File: src/text_console_character_writer_macros.svh
// Assertion macros for the text console character writer.
// Used by the top level only; expects signals named clk and rst_n in scope.
`ifndef TEXT_CONSOLE_CHARACTER_WRITER_MACROS_SVH
`define TEXT_CONSOLE_CHARACTER_WRITER_MACROS_SVH

// Same-cycle implication, checked on every rising edge out of reset.
`define TCCW_ASSERT_IMPL(label, ante, cons) \
  label: assert property (@(posedge clk) disable iff (!rst_n) (ante) |-> (cons)) \
    else $error("tccw same-cycle check failed");

// Next-cycle implication, checked on every rising edge out of reset.
`define TCCW_ASSERT_NEXT(label, ante, cons) \
  label: assert property (@(posedge clk) disable iff (!rst_n) (ante) |=> (cons)) \
    else $error("tccw next-cycle check failed");

`endif

File: src/tccw_pkg.sv
// Shared constants, codes and types of the text console character writer.
// No dependencies; every other file but the macros header imports this package.
`timescale 1ns / 1ps
`default_nettype none

package tccw_pkg;

  // Default screen geometry.
  localparam int DEF_COLUMNS  = 80;
  localparam int DEF_ROWS     = 25;
  localparam int DEF_TAB_STOP = 8;

  // Field widths.
  localparam int OP_W       = 2;
  localparam int CHAR_W     = 8;
  localparam int IDX_W      = 11;
  localparam int CELL_W     = 16;
  localparam int ATTR_W     = 8;
  localparam int CFG_IDX_W  = 2;
  localparam int CFG_DATA_W = 8;

  // Operation codes.
  localparam logic [OP_W-1:0] OP_PUT   = 2'd0;
  localparam logic [OP_W-1:0] OP_CLEAR = 2'd1;
  localparam logic [OP_W-1:0] OP_READ  = 2'd2;

  // Configuration register indexes.
  localparam logic [CFG_IDX_W-1:0] REG_ENABLED        = 2'd0;
  localparam logic [CFG_IDX_W-1:0] REG_SERIAL_MIRROR  = 2'd1;
  localparam logic [CFG_IDX_W-1:0] REG_TEXT_ATTRIBUTE = 2'd2;

  // Character codes.
  localparam logic [CHAR_W-1:0] CHAR_NUL   = 8'h00;
  localparam logic [CHAR_W-1:0] CHAR_TAB   = 8'h09;
  localparam logic [CHAR_W-1:0] CHAR_LF    = 8'h0A;
  localparam logic [CHAR_W-1:0] CHAR_CR    = 8'h0D;
  localparam logic [CHAR_W-1:0] CHAR_SPACE = 8'h20;

  localparam logic [ATTR_W-1:0] ATTR_RESET = 8'h07;

  // Depth of the command queue between front and back.
  localparam int FIFO_DEPTH = 2;

  // Command kinds decided by the front.
  typedef logic [2:0] kind_t;
  localparam kind_t KIND_NOP     = 3'd0;
  localparam kind_t KIND_CHAR    = 3'd1;
  localparam kind_t KIND_TAB     = 3'd2;
  localparam kind_t KIND_NEWLINE = 3'd3;
  localparam kind_t KIND_CLEAR   = 3'd4;
  localparam kind_t KIND_READ    = 3'd5;

  typedef struct packed {
    kind_t             kind;
    logic [CHAR_W-1:0] char_code;
    logic [IDX_W-1:0]  cell_index;
  } cmd_t;

  typedef struct packed {
    logic              enabled;
    logic              serial_mirror;
    logic [ATTR_W-1:0] text_attribute;
  } cfg_t;

  typedef struct packed {
    logic init_busy;
  } status_t;

endpackage

`default_nettype wire

File: src/tccw_cmd_fifo.sv
// Short command queue between the front end and the back end.
// Depends on tccw_pkg for the command type and the queue depth.
`timescale 1ns / 1ps
`default_nettype none

module tccw_cmd_fifo (
  input  logic           clk,
  input  logic           rst_n,
  input  logic           push_i,
  input  tccw_pkg::cmd_t cmd_i,
  output logic           full_o,
  input  logic           pop_i,
  output logic           empty_o,
  output tccw_pkg::cmd_t head_o
);
  import tccw_pkg::*;

  localparam int PW = (FIFO_DEPTH > 1) ? $clog2(FIFO_DEPTH) : 1;
  localparam int CW = $clog2(FIFO_DEPTH + 1);

  cmd_t          slot_r [FIFO_DEPTH];
  logic [PW-1:0] wr_ptr_r, wr_ptr_nxt;
  logic [PW-1:0] rd_ptr_r, rd_ptr_nxt;
  logic [CW-1:0] count_r, count_nxt;
  logic          do_push, do_pop;

  assign full_o  = (count_r == CW'(FIFO_DEPTH));
  assign empty_o = (count_r == '0);
  assign head_o  = slot_r[rd_ptr_r];
  assign do_push = push_i && !full_o;
  assign do_pop  = pop_i && !empty_o;

  // Pointer and fill-count update.
  always_comb begin
    wr_ptr_nxt = wr_ptr_r;
    rd_ptr_nxt = rd_ptr_r;
    count_nxt  = count_r;
    if (do_push) begin
      wr_ptr_nxt = (wr_ptr_r == PW'(FIFO_DEPTH - 1)) ? '0 : wr_ptr_r + 1'b1;
    end
    if (do_pop) begin
      rd_ptr_nxt = (rd_ptr_r == PW'(FIFO_DEPTH - 1)) ? '0 : rd_ptr_r + 1'b1;
    end
    if (do_push && !do_pop) begin
      count_nxt = count_r + 1'b1;
    end else if (do_pop && !do_push) begin
      count_nxt = count_r - 1'b1;
    end
  end

  always_ff @(posedge clk) begin
    if (!rst_n) begin
      wr_ptr_r <= '0;
      rd_ptr_r <= '0;
      count_r  <= '0;
    end else begin
      wr_ptr_r <= wr_ptr_nxt;
      rd_ptr_r <= rd_ptr_nxt;
      count_r  <= count_nxt;
    end
  end

  // Storage slots carry payload only.
  always_ff @(posedge clk) begin
    if (do_push) begin
      slot_r[wr_ptr_r] <= cmd_i;
    end
  end

endmodule

`default_nettype wire

File: config.mk
export PLATFORM = sky130hd
export DESIGN_NAME = tccw_cmd_fifo
export DESIGN_NICKNAME = d
export VERILOG_FILES = /design/src/text_console_character_writer_macros.svh /design/src/tccw_pkg.sv /design/src/tccw_cmd_fifo.sv
export SDC_FILE = /design/constraint.sdc
export NUM_CORES = 1
export LEC_CHECK = 0
export BUFFER_PORTS_ARGS = -buffer_cell sky130_fd_sc_hd__buf_2
export CORE_UTILIZATION = 54
export DETAILED_ROUTE_END_ITERATION = 8
export PLACE_DENSITY = 0.82
export SLEW_MARGIN = 20
export SYNTH_ARGS = -nofsm -noshare
export SYNTH_HDL_FRONTEND = slang
export SYNTH_SLANG_ARGS = --single-unit
File: constraint.sdc
create_clock -name clk -period 5.4 [get_ports clk]
set_clock_uncertainty 0.2 [all_clocks]
set_input_delay 1.08 -clock clk [delete_from_list [all_inputs] [get_ports clk]]
set_output_delay 1.08 -clock clk [all_outputs]
set_load 0.02 [all_outputs]
==> metrics.md <==
| Metric | Value |
|---|---|
| Leak Pwr | 0.841 nW |
| Req. time, crit path | 4.12 ns |
| Routed Antenna Nets | 0 |
| WS Path Type | flip-flop to output port |
| Fin nets | approximately 180 |
| Hold Startpoint | count_r[1] |
| Vias per inst | ~5 |
| Detailed Place HPWL | 1730 µm |
| CTS resizes | 0 |
| Vias in the first global route | 982 |
| Maximum VDD drop | 340 µV |
| DP Worst Slack | 2.57 ns |
| Num CTS Buffers | 5 |
| DRT Wirelength | 2660 µm |
| Placed Cells incl. Taps | 184 |
| Power Density | 472 nW/µm² |
| Gate Count Post-Synth | 93 |
| GR Overflow Total | 0 |
| Clk sink count | 49 |
| Drt first pass iters | 4 |
| Initial Utilization | 0.580 |
| Worst-margin pin slew | 1.01 ns |
| Height of the chip | 59.9 µm |
| Clk Tree Root Cell | clkbuf_4 |
| FMAX | around 310 MHz |
| DRC | 0 |
| Hold-fix buffers, CTS | 0 |
| Core ar. | 3130 µm² |
| Maximum Capacitance Violations | 0 |
| Clk pin slew, worst setup/hold paths | around 0.12 ns |
| Fill cell count | about 230 |
| Sequential fraction of the synthesis area | 0.784 |
| # rows | 20 |
| Post-Route Utilization | 0.706 |
| Final period util | 0.590 |
| Worst Path Max Fanout | 22 |
| #FFs+latches synth | just under 50 |
| RR Startpoint | count_r[0] |
| Area grow syn2layout | 21.9% |
| Die W | 59.9 µm |
| Layout cell share with drive strength beyond 1 | 0.544 |
| Die area | 3590 µm² |
| Slowest cell on crit path | dfxtp_1 |
| Hold Path Stages | 2 |
| Worst Reg-to-Reg Cells | 2 |
| Slew Limit Fails | 0 |
| Max incr delay on CP | 0.96 ns |
| Max clock buf depth | 2 |
| Max H-tree Level | 2 |
| Routability cong. | 0.633 |
| Synth warnings | 0 |
| Max_slew headroom | 0.327 |
| Setup Viol. Count Final | 0 |
| Area taken by multi-input logic gates | approximately 380 µm² |
| GRT Total Usage | 0.166 |
| First-pass GRT wire length | 4110 µm |
| Reg-to-Reg End | slot_r[1][7] |
| Data arrival time at the worst-slack endpoint | approximately 1.9 ns |
| Largest net degree at the start of global routing | 24 |
| Setup TNS | 0 ns |
| Wire length per cell | ~14 µm |
| Status | complete, no violations |
| RSZ-0062 raised after global routing | no |
| Clk Latency, worst-skew pair | ~0.35 ns |
| CP Cell Sequence | mux2_2, buf_2 |
| Post-route insts no fill | 193 |
| Post-synthesis net count | 120 |
| Antenna violations before repair | 0 |
| 1st-iter DRT viols | 37 |
| Netlist Area Pre-Place | 1810 µm² |
| CTS tree | done |
| Vias | ~960 |
| Port Buf Inserts | 49 |
| Hold path endpoint | count_r[1] |
| Worst Setup Start Kind | flip-flop |
| CP Capture Type | output port |
| Min Tclk post-route | 3.19 ns |
| Io pins | 50 |
| N_diodes | 0 |
| Worst Setup Slack, final | 2.21 ns |
| Fin. Hold Viols | 0 |
| Post-Syn Area per Cell | 19.5 µm² |
| FF-to-FF setup slack | around 3.4 ns |
| Tightest Hold Check Type | flip-flop to flip-flop |
| Post-CTS setup buffers | 0 |
| Distinct cells, synth | 20 |
| Register cell area after layout | between 1000 and 1500 µm² |
cells in the final DEF, fill, tap and decap left out, drive strengths merged:
cell and instances:
buf 50, edfxtp 44, mux2 22, clkbuf 7, dfxtp 5, and2 3, nor2 2, xnor2 2
inv 2, o21ai 2, a21boi 2, nand2b 1, and3 1, nor3 1, o21a 1, xor2 1
or3 1, ha 1, bufinv 1
sequential cells by signal, summed over array words and instances, names as in the netlist, named ones only:
signal,count
rd_ptr_r,1
wr_ptr_r,1
count_r,2
slot_r,44
worst max-delay path, delay by kind of cell (launching register included):
| kind | cells | cell delay (ns) |
|---|---|---|
| buf+inv | 1 | 0.16 |
| mux | 1 | 0.42 |
| flops | 1 | 0.96 |
cell type report:
cell class	instances	share of cell area
clock inverter	1	0.0136
clock buffer	7	0.0249
timing repair buffer	50	0.118
tap	44	0.0249
inverter	2	0.00340
multi-input combinational	40	0.172
sequential	49	0.643
report_power, final:
part | internal, W | switching (W) | leakage (nW)
sequential | 0.000478 | 0.0000411 | 0.452
clock | 0.000111 | 0.000105 | 0.0455
combinational | 0.000138 | 0.000169 | 0.343
cell usage after synthesis (all sizes together):
master  instances  area [µm²]
inv             2        7.50
and3            1        6.26
edfxtp         44        1320
nand2b          1        6.26
or3             1        6.26
a21boi          2        15.0
and2            3        18.8
ha              1        12.5
o21ai           2        10.0
o21a            1        7.51
mux2           22         248
nor2            2        7.51
xor2            1        8.76
buf             2        10.0
xnor2           2        17.5
nor3            1        10.0
dfxtp           5         100
stage by stage:
stage	total power (W)	area (µm²)	hold slack (ns)
floorplan	0.000737	1810	0.283
global placement	0.000823	2110	0.301
detailed placement	0.000833	2110	0.318
CTS	0.00105	2190	0.337
global route	0.00110	2210	0.380
finish	0.00104	2210	0.335
metal layers:
metal  global-route usage  vias to the layer above  part of all wire
li1                     -                      465                 -
met1                0.163                      453              0.40
met2                0.302                       33              0.52
met3               0.0693                        5             0.059
met4               0.0698                        0             0.015
met5                    0                        -                 0
worst max path at each step:
stage                    from      endpoint  depth (start not counted)
finish              flip-flop     head_o[2]                          2
floorplan              push_i  slot_r[0][0]                          2
global placement    flip-flop     head_o[2]                          2
CTS                 flip-flop     head_o[2]                          2
detailed placement  flip-flop     head_o[2]                          2
global route        flip-flop     head_o[2]                          2
kinds of logic (layout without fill, tap and decap cells):
logic type,Yosys count,in the layout,synth area share
DFF,49,49,0.784
muxes,22,22,0.137
and+or+nand+nor,9,9,0.0304
AOI/OAI and AO/OA,5,5,0.0179
buffers and inverters,4,60,0.00966
xor gates and xnor gates,3,3,0.0145
adders and majority gates,1,1,0.00690
No activity file was read; power rests on OpenSTA's default activity.
