`config.mk`:
```
export PLATFORM = sky130hd
export DESIGN_NAME = tccw_front_flat
export DESIGN_NICKNAME = d
export VERILOG_FILES = /design/src/text_console_character_writer_macros.svh /design/src/tccw_pkg.sv /design/src/tccw_if.sv /design/src/tccw_front.sv /design/src/flat_wrapper.sv
export SDC_FILE = /design/constraint.sdc
export NUM_CORES = 1
export LEC_CHECK = 0
export ABC_CLOCK_PERIOD_IN_PS = 1000
export BUFFER_PORTS_ARGS = -buffer_cell sky130_fd_sc_hd__buf_2
export CELL_PAD_IN_SITES_DETAIL_PLACEMENT = 0
export CELL_PAD_IN_SITES_GLOBAL_PLACEMENT = 1
export CORE_MARGIN = 3
export CORE_UTILIZATION = 12
export DETAILED_ROUTE_END_ITERATION = 8
export GPL_TIMING_DRIVEN = 0
export PLACE_DENSITY_LB_ADDON = 0.1
export SYNTH_ARGS = -nofsm -noshare
export SYNTH_HDL_FRONTEND = slang
export SYNTH_SLANG_ARGS = --single-unit
```
`constraint.sdc`:
```
create_clock -name vclk -period 1
set_clock_uncertainty 0.1 [all_clocks]
set_input_delay 0.05 -clock vclk [all_inputs]
set_output_delay 0.05 -clock vclk [all_outputs]
set_load 0.02 [all_outputs]
```
`src/text_console_character_writer_macros.svh`:
```
// Assertion macros for the text console character writer.
// Used by the top level only; expects signals named clk and rst_n in scope.
`ifndef TEXT_CONSOLE_CHARACTER_WRITER_MACROS_SVH
`define TEXT_CONSOLE_CHARACTER_WRITER_MACROS_SVH

// Same-cycle implication, checked on every rising edge out of reset.
`define TCCW_ASSERT_IMPL(label, ante, cons) \
  label: assert property (@(posedge clk) disable iff (!rst_n) (ante) |-> (cons)) \
    else $error("tccw same-cycle check failed");

// Next-cycle implication, checked on every rising edge out of reset.
`define TCCW_ASSERT_NEXT(label, ante, cons) \
  label: assert property (@(posedge clk) disable iff (!rst_n) (ante) |=> (cons)) \
    else $error("tccw next-cycle check failed");

`endif

```
`src/tccw_pkg.sv`:
```
// Shared constants, codes and types of the text console character writer.
// No dependencies; every other file but the macros header imports this package.
`timescale 1ns / 1ps
`default_nettype none

package tccw_pkg;

  // Default screen geometry.
  localparam int DEF_COLUMNS  = 80;
  localparam int DEF_ROWS     = 25;
  localparam int DEF_TAB_STOP = 8;

  // Field widths.
  localparam int OP_W       = 2;
  localparam int CHAR_W     = 8;
  localparam int IDX_W      = 11;
  localparam int CELL_W     = 16;
  localparam int ATTR_W     = 8;
  localparam int CFG_IDX_W  = 2;
  localparam int CFG_DATA_W = 8;

  // Operation codes.
  localparam logic [OP_W-1:0] OP_PUT   = 2'd0;
  localparam logic [OP_W-1:0] OP_CLEAR = 2'd1;
  localparam logic [OP_W-1:0] OP_READ  = 2'd2;

  // Configuration register indexes.
  localparam logic [CFG_IDX_W-1:0] REG_ENABLED        = 2'd0;
  localparam logic [CFG_IDX_W-1:0] REG_SERIAL_MIRROR  = 2'd1;
  localparam logic [CFG_IDX_W-1:0] REG_TEXT_ATTRIBUTE = 2'd2;

  // Character codes.
  localparam logic [CHAR_W-1:0] CHAR_NUL   = 8'h00;
  localparam logic [CHAR_W-1:0] CHAR_TAB   = 8'h09;
  localparam logic [CHAR_W-1:0] CHAR_LF    = 8'h0A;
  localparam logic [CHAR_W-1:0] CHAR_CR    = 8'h0D;
  localparam logic [CHAR_W-1:0] CHAR_SPACE = 8'h20;

  localparam logic [ATTR_W-1:0] ATTR_RESET = 8'h07;

  // Depth of the command queue between front and back.
  localparam int FIFO_DEPTH = 2;

  // Command kinds decided by the front.
  typedef logic [2:0] kind_t;
  localparam kind_t KIND_NOP     = 3'd0;
  localparam kind_t KIND_CHAR    = 3'd1;
  localparam kind_t KIND_TAB     = 3'd2;
  localparam kind_t KIND_NEWLINE = 3'd3;
  localparam kind_t KIND_CLEAR   = 3'd4;
  localparam kind_t KIND_READ    = 3'd5;

  typedef struct packed {
    kind_t             kind;
    logic [CHAR_W-1:0] char_code;
    logic [IDX_W-1:0]  cell_index;
  } cmd_t;

  typedef struct packed {
    logic              enabled;
    logic              serial_mirror;
    logic [ATTR_W-1:0] text_attribute;
  } cfg_t;

  typedef struct packed {
    logic init_busy;
  } status_t;

endpackage

`default_nettype wire

```
`src/tccw_if.sv`:
```
// Valid/ready channel interfaces for the input items and the result items.
// Depends on tccw_pkg for the field widths.
`timescale 1ns / 1ps
`default_nettype none

interface tccw_in_if;
  import tccw_pkg::*;
  logic              valid;
  logic              ready;
  logic [OP_W-1:0]   operation;
  logic [CHAR_W-1:0] char_code;
  logic [IDX_W-1:0]  cell_index;

  modport source (output valid, output operation, output char_code, output cell_index,
                  input ready);
  modport sink (input valid, input operation, input char_code, input cell_index,
                output ready);
endinterface


`default_nettype wire

```
`src/tccw_front.sv`:
```
// Front end: accepts input items and turns them into queued commands.
// Depends on tccw_pkg and tccw_in_if.
`timescale 1ns / 1ps
`default_nettype none

module tccw_front (
  tccw_in_if.sink           in_chan,
  input  tccw_pkg::cfg_t    cfg_i,
  input  tccw_pkg::status_t status_i,
  input  logic              fifo_full_i,
  output logic              push_o,
  output tccw_pkg::cmd_t    cmd_o
);
  import tccw_pkg::*;

  // Take an item whenever the queue has room and the power-up clear is done.
  assign in_chan.ready = !fifo_full_i && !status_i.init_busy;

  // A disabled block drops the item without a result.
  assign push_o = in_chan.valid && in_chan.ready && cfg_i.enabled;

  // Sort the item into the kind of work the back end has to do.
  always_comb begin
    cmd_o.char_code  = in_chan.char_code;
    cmd_o.cell_index = in_chan.cell_index;
    case (in_chan.operation)
      OP_CLEAR: cmd_o.kind = KIND_CLEAR;
      OP_READ:  cmd_o.kind = KIND_READ;
      OP_PUT: begin
        case (in_chan.char_code)
          CHAR_NUL: cmd_o.kind = KIND_NOP;
          CHAR_LF:  cmd_o.kind = KIND_NEWLINE;
          CHAR_TAB: cmd_o.kind = KIND_TAB;
          default:  cmd_o.kind = KIND_CHAR;
        endcase
      end
      default: cmd_o.kind = KIND_NOP;
    endcase
  end

endmodule

`default_nettype wire

```
`src/flat_wrapper.sv`:
```
// flat-port wrapper written by rule: the top's interface ports become plain ports
module tccw_front_flat import tccw_pkg::*;
  (cfg_i, status_i, fifo_full_i, push_o, cmd_o, in_chan_valid, in_chan_operation, in_chan_char_code, in_chan_cell_index, in_chan_ready);
  tccw_in_if in_chan_i ();
  input  tccw_pkg::cfg_t cfg_i;
  input  tccw_pkg::status_t status_i;
  input  logic fifo_full_i;
  output logic push_o;
  output tccw_pkg::cmd_t cmd_o;
  input wire logic [$bits(in_chan_i.valid)-1:0] in_chan_valid;
  input wire logic [$bits(in_chan_i.operation)-1:0] in_chan_operation;
  input wire logic [$bits(in_chan_i.char_code)-1:0] in_chan_char_code;
  input wire logic [$bits(in_chan_i.cell_index)-1:0] in_chan_cell_index;
  output wire logic [$bits(in_chan_i.ready)-1:0] in_chan_ready;
  assign in_chan_i.valid = in_chan_valid;
  assign in_chan_i.operation = in_chan_operation;
  assign in_chan_i.char_code = in_chan_char_code;
  assign in_chan_i.cell_index = in_chan_cell_index;
  assign in_chan_ready = in_chan_i.ready;
  tccw_front u_core (.in_chan(in_chan_i), .cfg_i(cfg_i), .status_i(status_i), .fifo_full_i(fifo_full_i), .push_o(push_o), .cmd_o(cmd_o));
endmodule
```
==> results.md, run 1 <==
* Status: finished with violations
* Failing checks: setup timing
* Max Transition Viols Final at 0
* CP max stage cell: or4_4
* Initial antenna violation count at 0
* GR Util met2 at 7.11%
* Design area at 517 µm²
* MaxCap Viol Count at 0
* Most frequent cells in the layout: buf_2 (35), buf_4 (21)
* First-pass GRT wire length at between 1000 and 1500 µm
* Starting density of the core at between 10% and 20%
* Startpoint class of the critical path: primary input
* Share of cells above drive strength 1 at slightly above 80%
* Wire per inst at between 7 and 8 µm
* Filler cells at a little under 200
* WS Path Type: primary input to output port
* Arrival @ worst endpoint at about 1.1 ns
* Area of the die at ~2700 µm²
* Synth unique cells at 12
* Post-layout min period at 1.28 ns
* FF/Latch Area at 0 µm²
* Worst slew pin tran at 0.251 ns
* Clock Power Share at 0%
* Comb power frac at 100.0%
* Crit path capture type: output port
* Yosys warns at 0
* Post-route antenna net violation count at 0
* Min-Delay Path Class: primary input to output port
* Final core utilization at 27.8%
* Hold_sp: in_chan_cell_index[5]
* Power share of the sequential group at 0%
* Most used routing layer: met2
* Unrepaired setup endpoints after global routing: true
* Hold Crit Endpoint: cmd_o[5]
* Max FO, Critical Path at 2
* Routed WL at ~710 µm
* Clkbuf count at 0
* Routability cong. at ~0.6
* Via density at 3.40
* Sw Pwr at 0.123 mW
* Core box area at approximately 1900 µm²
* Final nets at ~110
* Internal power at approximately 0.12 mW
* Worst path cell trace: buf_6 -> or4_4 -> nor2_4 -> nor4b_4 -> buf_4
* Vias at about 340
* Vias in the first global route at 278
* Port Buffers at 38
* Cell area power density at roughly 470 nW/µm²
* I/O pins at between 50 and 60
* DRT Pass-1 Iters at 6
* 1st-iter DRT viols at 3
* Final setup margin at -0.277 ns
* Leading cell type in the layout, fill and taps excluded: buf_2
* CTS Hold Bufs at 0
* Seq_cells at 0
* TNS Setup at -0.520 ns
* Final hold violations at 0
* Die height at 51.9 µm
* LEAKAGE at between 0.3 and 0.4 nW
* Hold path depth at 2
* Placed Cells at 98
* Post-DP HPWL at 667 µm
* Layout area overhead at 104%
* Post-synthesis sequential area ratio at 0%
* Row count at 15
* Avg Cell Area, Syn at between 7 and 8 µm²
* Area after DPL at between 400 and 500 µm²
* Switching share of power at 50.6%
* Syn Nets at about 70
* DRC at 0
* Diodes inserted at 0
* Worst endpoint required time at ~0.85 ns
* Max IR drop VDD at around 0.13 mV
* Largest net degree at the start of global routing at 6
* Tot Pwr at ~0.24 mW
* Die Wd at about 52 µm
* Place WS at -0.372 ns
* Fmax at 0.783 GHz
* Setup-failing EPs final at 2
* Grt total ovfl at 0
* Mapped Cells at 35
* Global Route met3 Usage at less than 1%
* Layout Cells excl Fill at a little under 100
* Met1 Use GR at roughly 6.4%
* Fin Hold WS at approximately 0.22 ns
* GRT Overall Usage at 4.40%
* Post-Syn Area at approximately 250 µm²
* Period utilisation layout at 128%
* Max incr delay on CP at 0.53 ns
* Slew HR at about 83%
## area by class of cell
class	instances	area (µm²)	area share [%]
Timing Repair Buffer	39	213	41.2
Buffer	19	143	27.6
Multi-Input combinational cell	14	123	23.7
Tap cell	25	31.3	6.05
Inverter	2	7.51	1.45
## power by group through the flow
stage	Sequential (mW)	Combinational [mW]	Clock, mW
floorplan	0	0.155	0
global placement	0	0.238	0
detailed placement	0	0.235	0
CTS	0	0.243	0
global route	0	0.263	0
finish	0	0.243	0
## timing repair
item | in CTS | in global routing
buffers inserted | 1 | 0
endpoints found under the setup margin | 2 | 2
gates resized for setup | 5 | 1
pin swaps | 2 | 2
hold endpoints to repair | 0 | 0
## worst max-delay path, delay by kind of cell
kind,cells,cell delay [ns]
and+or+nand+nor,3,0.81
buffers and inverters,2,0.26
## Yosys cell counts
| library cell | instances | area share (%) |
|---|---|---|
| nor4b_2 | 1 | 5.9 |
| o21ai_0 | 1 | 2.0 |
| ha_1 | 2 | 9.9 |
| a31oi_1 | 1 | 2.5 |
| nor2_1 | 2 | 3.0 |
| xnor2_1 | 2 | 6.9 |
| buf_4 | 19 | 56 |
| inv_1 | 2 | 3.0 |
| a21oi_1 | 1 | 2.0 |
| or4_1 | 1 | 3.0 |
| nand2_1 | 2 | 3.0 |
| and3_1 | 1 | 2.5 |
## cells by family after synthesis
family          count (synthesis)  share of synthesized area (%)
fa+ha+maj                       2                           9.90
buf+inv                        21                           59.4
compound gates                  3                           6.43
simple gates                    7                           17.3
xor+xnor                        2                           6.93
## how the worst max path moves through the flow
stage	startpoint	endpoint	slack, ns
after floorplan	in_chan_char_code[5]	cmd_o[20]	-0.16
after global placement	in_chan_char_code[5]	cmd_o[20]	-0.36
after detailed placement	in_chan_char_code[5]	cmd_o[20]	-0.37
after CTS	in_chan_char_code[6]	cmd_o[20]	-0.31
after global routing	in_chan_char_code[5]	cmd_o[20]	-0.34
final	in_chan_char_code[5]	cmd_o[20]	-0.28
## per-layer routing
layer | vias to the layer above | wire length [µm]
li1 | 172 | -
met1 | 121 | 279
met2 | 44 | 232
met3 | 0 | 200
met4 | 0 | 0
met5 | - | 0
Power figures use the tool's default switching activity.
==> inputs of run 2 (changes only) <==
--- a/config.mk
+++ b/config.mk
@@ -5,12 +5,13 @@
 export SDC_FILE = /design/constraint.sdc
 export NUM_CORES = 1
 export LEC_CHECK = 0
+export ABC_AREA = 1
 export ABC_CLOCK_PERIOD_IN_PS = 1000
 export BUFFER_PORTS_ARGS = -buffer_cell sky130_fd_sc_hd__buf_2
 export CELL_PAD_IN_SITES_DETAIL_PLACEMENT = 0
 export CELL_PAD_IN_SITES_GLOBAL_PLACEMENT = 1
 export CORE_MARGIN = 3
-export CORE_UTILIZATION = 12
+export CORE_UTILIZATION = 15
 export DETAILED_ROUTE_END_ITERATION = 8
 export GPL_TIMING_DRIVEN = 0
 export PLACE_DENSITY_LB_ADDON = 0.1
==> run 2 against run 1 <==
  * The flow now finishes without violations
  * Combinational power rose by 11%
  * Clock-buffer cell count stayed put
  * Critical path depth rose by 3
  * Critical path type unchanged
  * Largest cell class unchanged
  * Largest power group unchanged
==> results.md, run 2 <==
* Mapped Cells at 53
* Main area contributors after synthesis: buf_4 (44%), nand2_1 (11%), inv_1 (9.2%), ha_1 (7.6%), nor2_8 (6.1%)
* Synth top cells by count: buf_4 (19), nand2_1 (10), inv_1 (8)
* WS Path Type: primary input to output port
* Die height at approximately 53 µm
* Share of cells above drive strength 1 at between 70% and 80%
* Startpoint class of the critical path: primary input
* Sw Pwr at about 0.14 mW
* Leading cell type in the layout, fill and taps excluded: buf_2
* Layout Cells excl Fill at approximately 120
* Tot Pwr at 0.270 mW
* Fmax at 1.02 GHz
* Post-Syn Area at 328 µm²
* Die Wd at about 53 µm
* Via density at between 3 and 4
* Status: completed
* Buffer and inverter count on the worst path at 4
* Worst path most repeated cell: inv_4
* Area after DPL at roughly 550 µm²
* Initial antenna violation count at 0
* Worst endpoint required time at 0.85 ns
* Clock Power Share at 0%
* 1st-iter DRT viols at 0
* Final setup margin at about 0.020 ns
* Vias at 382
* Final core utilization at between 20% and 30%
* Max FO, Critical Path at 4
* Clkbuf count at 0
* Arrival @ worst endpoint at between 0.8 and 0.9 ns
* Fin Hold WS at approximately 0.22 ns
* Most frequent cells in the layout: buf_2 (34), buf_4 (21), nand2_1 (10)
* DRC at 0
* Diodes inserted at 0
* Max IR drop VDD at approximately 0.14 mV
* TNS Setup at 0 ns
* GRT Overall Usage at 4.96%
* Design area at 606 µm²
* Post-route antenna net violation count at 0
* Port Buffers at 38
* Wire per inst at 6.87 µm
* Switching share of power at around half
* Max incr delay on CP at about 0.16 ns
* Final hold violations at 0
* Internal power at around 0.13 mW
* Routability cong. at ~0.63
* Synth area leader: buf_4
* Power share of the sequential group at 0%
* Setup-failing EPs final at 0
* Worst path cell trace: buf_8 -> inv_4 -> ha_4 -> inv_4 -> nor2_8 -> nand3_2 -> nor3b_2 -> buf_4
* Comb power frac at 100.0%
* Slew HR at about 91%
* Synth unique cells at 13
* Area of the die at about 2800 µm²
* I/O pins at between 50 and 60
* CP max stage cell: nor3b_2
* Layout area overhead at 84.7%
* Post-layout min period at roughly 1 ns
* Post-DP HPWL at ~740 µm
* Cell area power density at 446 nW/µm²
* DRT Pass-1 Iters at 1
* FF/Latch Area at 0 µm²
* Placed Cells at 118
* Period utilisation layout at 98.0%
* Filler cells at between 200 and 250
* Syn Nets at 89
* Unrepaired setup endpoints after global routing: true
* First-pass GRT wire length at ~1200 µm
* Routed WL at 811 µm
* Top-count cell post-synth: buf_4
* Cell family with most CP delay: buffers and inverters
* Vias in the first global route at 296
* Avg Cell Area, Syn at around 6.2 µm²
* Worst slew pin tran at 0.127 ns
* Final nets at around 130
* Grt total ovfl at 0
* Crit path capture type: output port
* Post-CTS setup buffer count at 0
* Core box area at 2020 µm²
* Row count at 16
* Yosys top cell area share at between 40 and 50%
* MaxCap Viol Count at 0
* Max Transition Viols Final at 0
* Place WS at -0.0821 ns
* Seq_cells at 0
* Post-synthesis sequential area ratio at 0%
* Min-Delay Path Class: primary input to output port
* Yosys warns at 0
* Largest net degree at the start of global routing at 5
* CTS Hold Bufs at 0
* Starting density of the core at 16.2%
* LEAKAGE at approximately 0.37 nW
## run 2: area by class of cell
type                       count  area (µm²)  area share, %
tap                           27        33.8           5.58
timing repair buffer          38         211           34.9
multi-input combinational     23         169           27.9
buffer                        19         143           23.6
inverter                      11        48.8           8.06
## run 2: cells by family after synthesis
kind of cell,synth area share (%)
buffers and inverters,56.1
AND/OR/NAND/NOR,36.3
adder cells (fa/ha/maj),7.63
## run 2: final timing paths
check,depth (start not counted),end,start
setup / recovery,8,cmd_o[20],in_chan_operation[1]
hold / removal,2,cmd_o[2],in_chan_cell_index[2]
## run 2: power by group through the flow
stage | Combinational [mW] | Clock (mW) | Sequential (mW)
2_1_floorplan | 0.170 | 0 | 0
3_3_place_gp | 0.249 | 0 | 0
3_5_place_dp | 0.250 | 0 | 0
6_report | 0.270 | 0 | 0
4_1_cts | 0.271 | 0 | 0
5_1_grt | 0.296 | 0 | 0
## run 2: what timing repair did
action,4_1_cts,5_1_grt
endpoints found under the setup margin,1,2
pin swaps,2,1
gates resized for setup,15,1
## run 2: per-layer routing
layer	routed length, µm	share of wire [%]	track usage [%]
met5	0	0	0
met2	372	46	6.82
met4	0	0	0
met3	111	14	0
met1	327	40	8.67
==> inputs of run 3 (changes only) <==
--- a/config.mk
+++ b/config.mk
@@ -6,15 +6,16 @@
 export NUM_CORES = 1
 export LEC_CHECK = 0
 export ABC_AREA = 1
-export ABC_CLOCK_PERIOD_IN_PS = 1000
+export ABC_CLOCK_PERIOD_IN_PS = 1300
 export BUFFER_PORTS_ARGS = -buffer_cell sky130_fd_sc_hd__buf_2
 export CELL_PAD_IN_SITES_DETAIL_PLACEMENT = 0
 export CELL_PAD_IN_SITES_GLOBAL_PLACEMENT = 1
 export CORE_MARGIN = 3
-export CORE_UTILIZATION = 15
+export CORE_UTILIZATION = 16
 export DETAILED_ROUTE_END_ITERATION = 8
 export GPL_TIMING_DRIVEN = 0
 export PLACE_DENSITY_LB_ADDON = 0.1
+export SETUP_SLACK_MARGIN = 0.2
 export SYNTH_ARGS = -nofsm -noshare
 export SYNTH_HDL_FRONTEND = slang
 export SYNTH_SLANG_ARGS = --single-unit
==> constraint.sdc (replaced) <==
create_clock -name vclk -period 1.3
set_clock_uncertainty 0.1 [all_clocks]
set_input_delay 0.065 -clock vclk [all_inputs]
set_output_delay 0.065 -clock vclk [all_outputs]
set_load 0.02 [all_outputs]
==> run 3 against run 2 <==
  * Via count increased by 1.8%
  * Clock-buffer cell count unchanged
  * Worst setup slack improved by 0.23 ns
  * First-iteration DRC count increased by 2
  * Non-clock buffer count unchanged
  * Combinational power decreased by 27%
  * Hold slack improved by 0.031 ns
  * Die area decreased by 5.6%
  * Global-route usage increased by 0.47 points
  * Critical endpoint unchanged
  * Sequential cell count unchanged
==> results.md, run 3 (synthesis gave the netlist of run 2 again) <==
* Final nets at 129
* FF/Latch Area at 0 µm²
* LEAKAGE at 0.364 nW
* GR Util met2 at a little over a tenth
* Row count at 15
* Routability cong. at 0.599
* Cell area power density at 344 nW/µm²
* Vias in the first global route at around 330
* Min-Delay Path Class: primary input to output port
* Vias at 389
* Crit path capture type: output port
* Most used routing layer: met2
* Startpoint class of the critical path: primary input
* Diodes inserted at 0
* Core box area at ~1800 µm²
* Worst slew pin tran at 0.113 ns
* Initial antenna violation count at 0
* Layout area overhead at 75.2%
* Most frequent cells in the layout: buf_2 (36), buf_4 (21), nand2_1 (10)
* Die height at 51.3 µm
* Worst endpoint required time at between 1 and 1.5 ns
* GRT Overall Usage at 5.43%
* Wire per inst at between 6 and 7 µm
* Post-layout min period at 1.05 ns
* Die Wd at 51.3 µm
* Fmax at approximately 0.95 GHz
* Largest net degree at the start of global routing at 5
* Clkbuf count at 0
* Hold path depth at 2
* DRC at 0
* Starting density of the core at a little under a fifth
* Max IR drop VDD at roughly 0.1 mV
* WS Path Type: primary input to output port
* Slew HR at between 90 and 100%
* Max Transition Viols Final at 0
* 1st-iter DRT viols at 2
* Arrival @ worst endpoint at about 0.9 ns
* DRT Pass-1 Iters at 2
* Via density at roughly 3.4
* Met1 Use GR at 6.42%
* Setup-failing EPs final at 0
* Leading cell type in the layout, fill and taps excluded: buf_2
* Seq_cells at 0
* Grt total ovfl at 0
* CTS Hold Bufs at 0
* Unrepaired setup endpoints after global routing: false
* Period utilisation layout at approximately four fifths
* Routed WL at 804 µm
* Multi-input gate area at 159 µm²
* Share of cells above drive strength 1 at ~76%
* Status: completed
* Post-route antenna net violation count at 0
* Filler cells at between 200 and 250
* MaxCap Viol Count at 0
* Hold Crit Endpoint: cmd_o[0]
* TNS Setup at 0 ns
* Area after DPL at 549 µm²
* Design area at 574 µm²
* First-pass GRT wire length at 1220 µm
* Port Buffers at 38
* I/O pins at 58
* Post-DP HPWL at 768 µm
* Hold_sp: in_chan_cell_index[0]
* Area of the die at roughly 2600 µm²
* Global Route met3 Usage at less than 1%
* Final hold violations at 0
* Max FO, Critical Path at 4
==> run 3: cell type report <==
cell class                      instances  share of cell area, %
Tap cell                               25                   5.45
Inverter                               11                   8.06
Timing Repair Buffer                   38                   34.0
Multi-Input combinational cell         23                   27.7
Buffer                                 19                   24.8
==> run 3: worst max-delay path, stage by stage <==
cell	delay, ns
buf_4	0.13
ha_2	0.20
nor2_8	0.10
nand3_2	0.06
nor3b_2	0.16
buf_4	0.16
==> run 3: what timing repair did <==
action	4_1_cts	5_1_grt
gates resized for setup	1	8
cloned	0	0
setup buffers	0	0
pin swaps	0	2
setup endpoints to repair	1	1
==> run 3: metrics by stage <==
step / util (%) / std cells / setup WS (ns) / hold slack [ns] / total power, mW
2_1_floorplan: - / 53 / 0.325 / 0.110 / 0.130
3_3_place_gp: 30.2 / 116 / 0.179 / 0.250 / 0.192
3_5_place_dp: 30.2 / 116 / 0.197 / 0.249 / 0.193
4_1_cts: 30.3 / 116 / 0.211 / 0.249 / 0.193
5_1_grt: 31.5 / 116 / 0.210 / 0.253 / 0.216
6_report: 31.5 / 116 / 0.249 / 0.248 / 0.198
==> run 3: where the power goes <==
part,internal [mW],switching [mW]
clock network,0,0
logic,0.0937,0.104
registers,0,0
total,0.0937,0.104
==> run 3: how the worst max path moves through the flow <==
stage                               startpoint   endpoint  slack [ns]  cells after the start
after floorplan           in_chan_operation[0]  cmd_o[20]        0.32                      4
final                     in_chan_operation[1]  cmd_o[20]        0.25                      6
after global routing      in_chan_operation[1]  cmd_o[20]        0.21                      6
after global placement    in_chan_operation[1]  cmd_o[20]        0.18                      6
after CTS                 in_chan_operation[1]  cmd_o[20]        0.21                      6
after detailed placement  in_chan_operation[1]  cmd_o[20]        0.20                      6
==> run 3: metal layers <==
metal,vias to the layer above,wire length (µm)
met5,-,0
met1,155,263
met4,0,0
met2,23,419
li1,211,-
met3,0,122
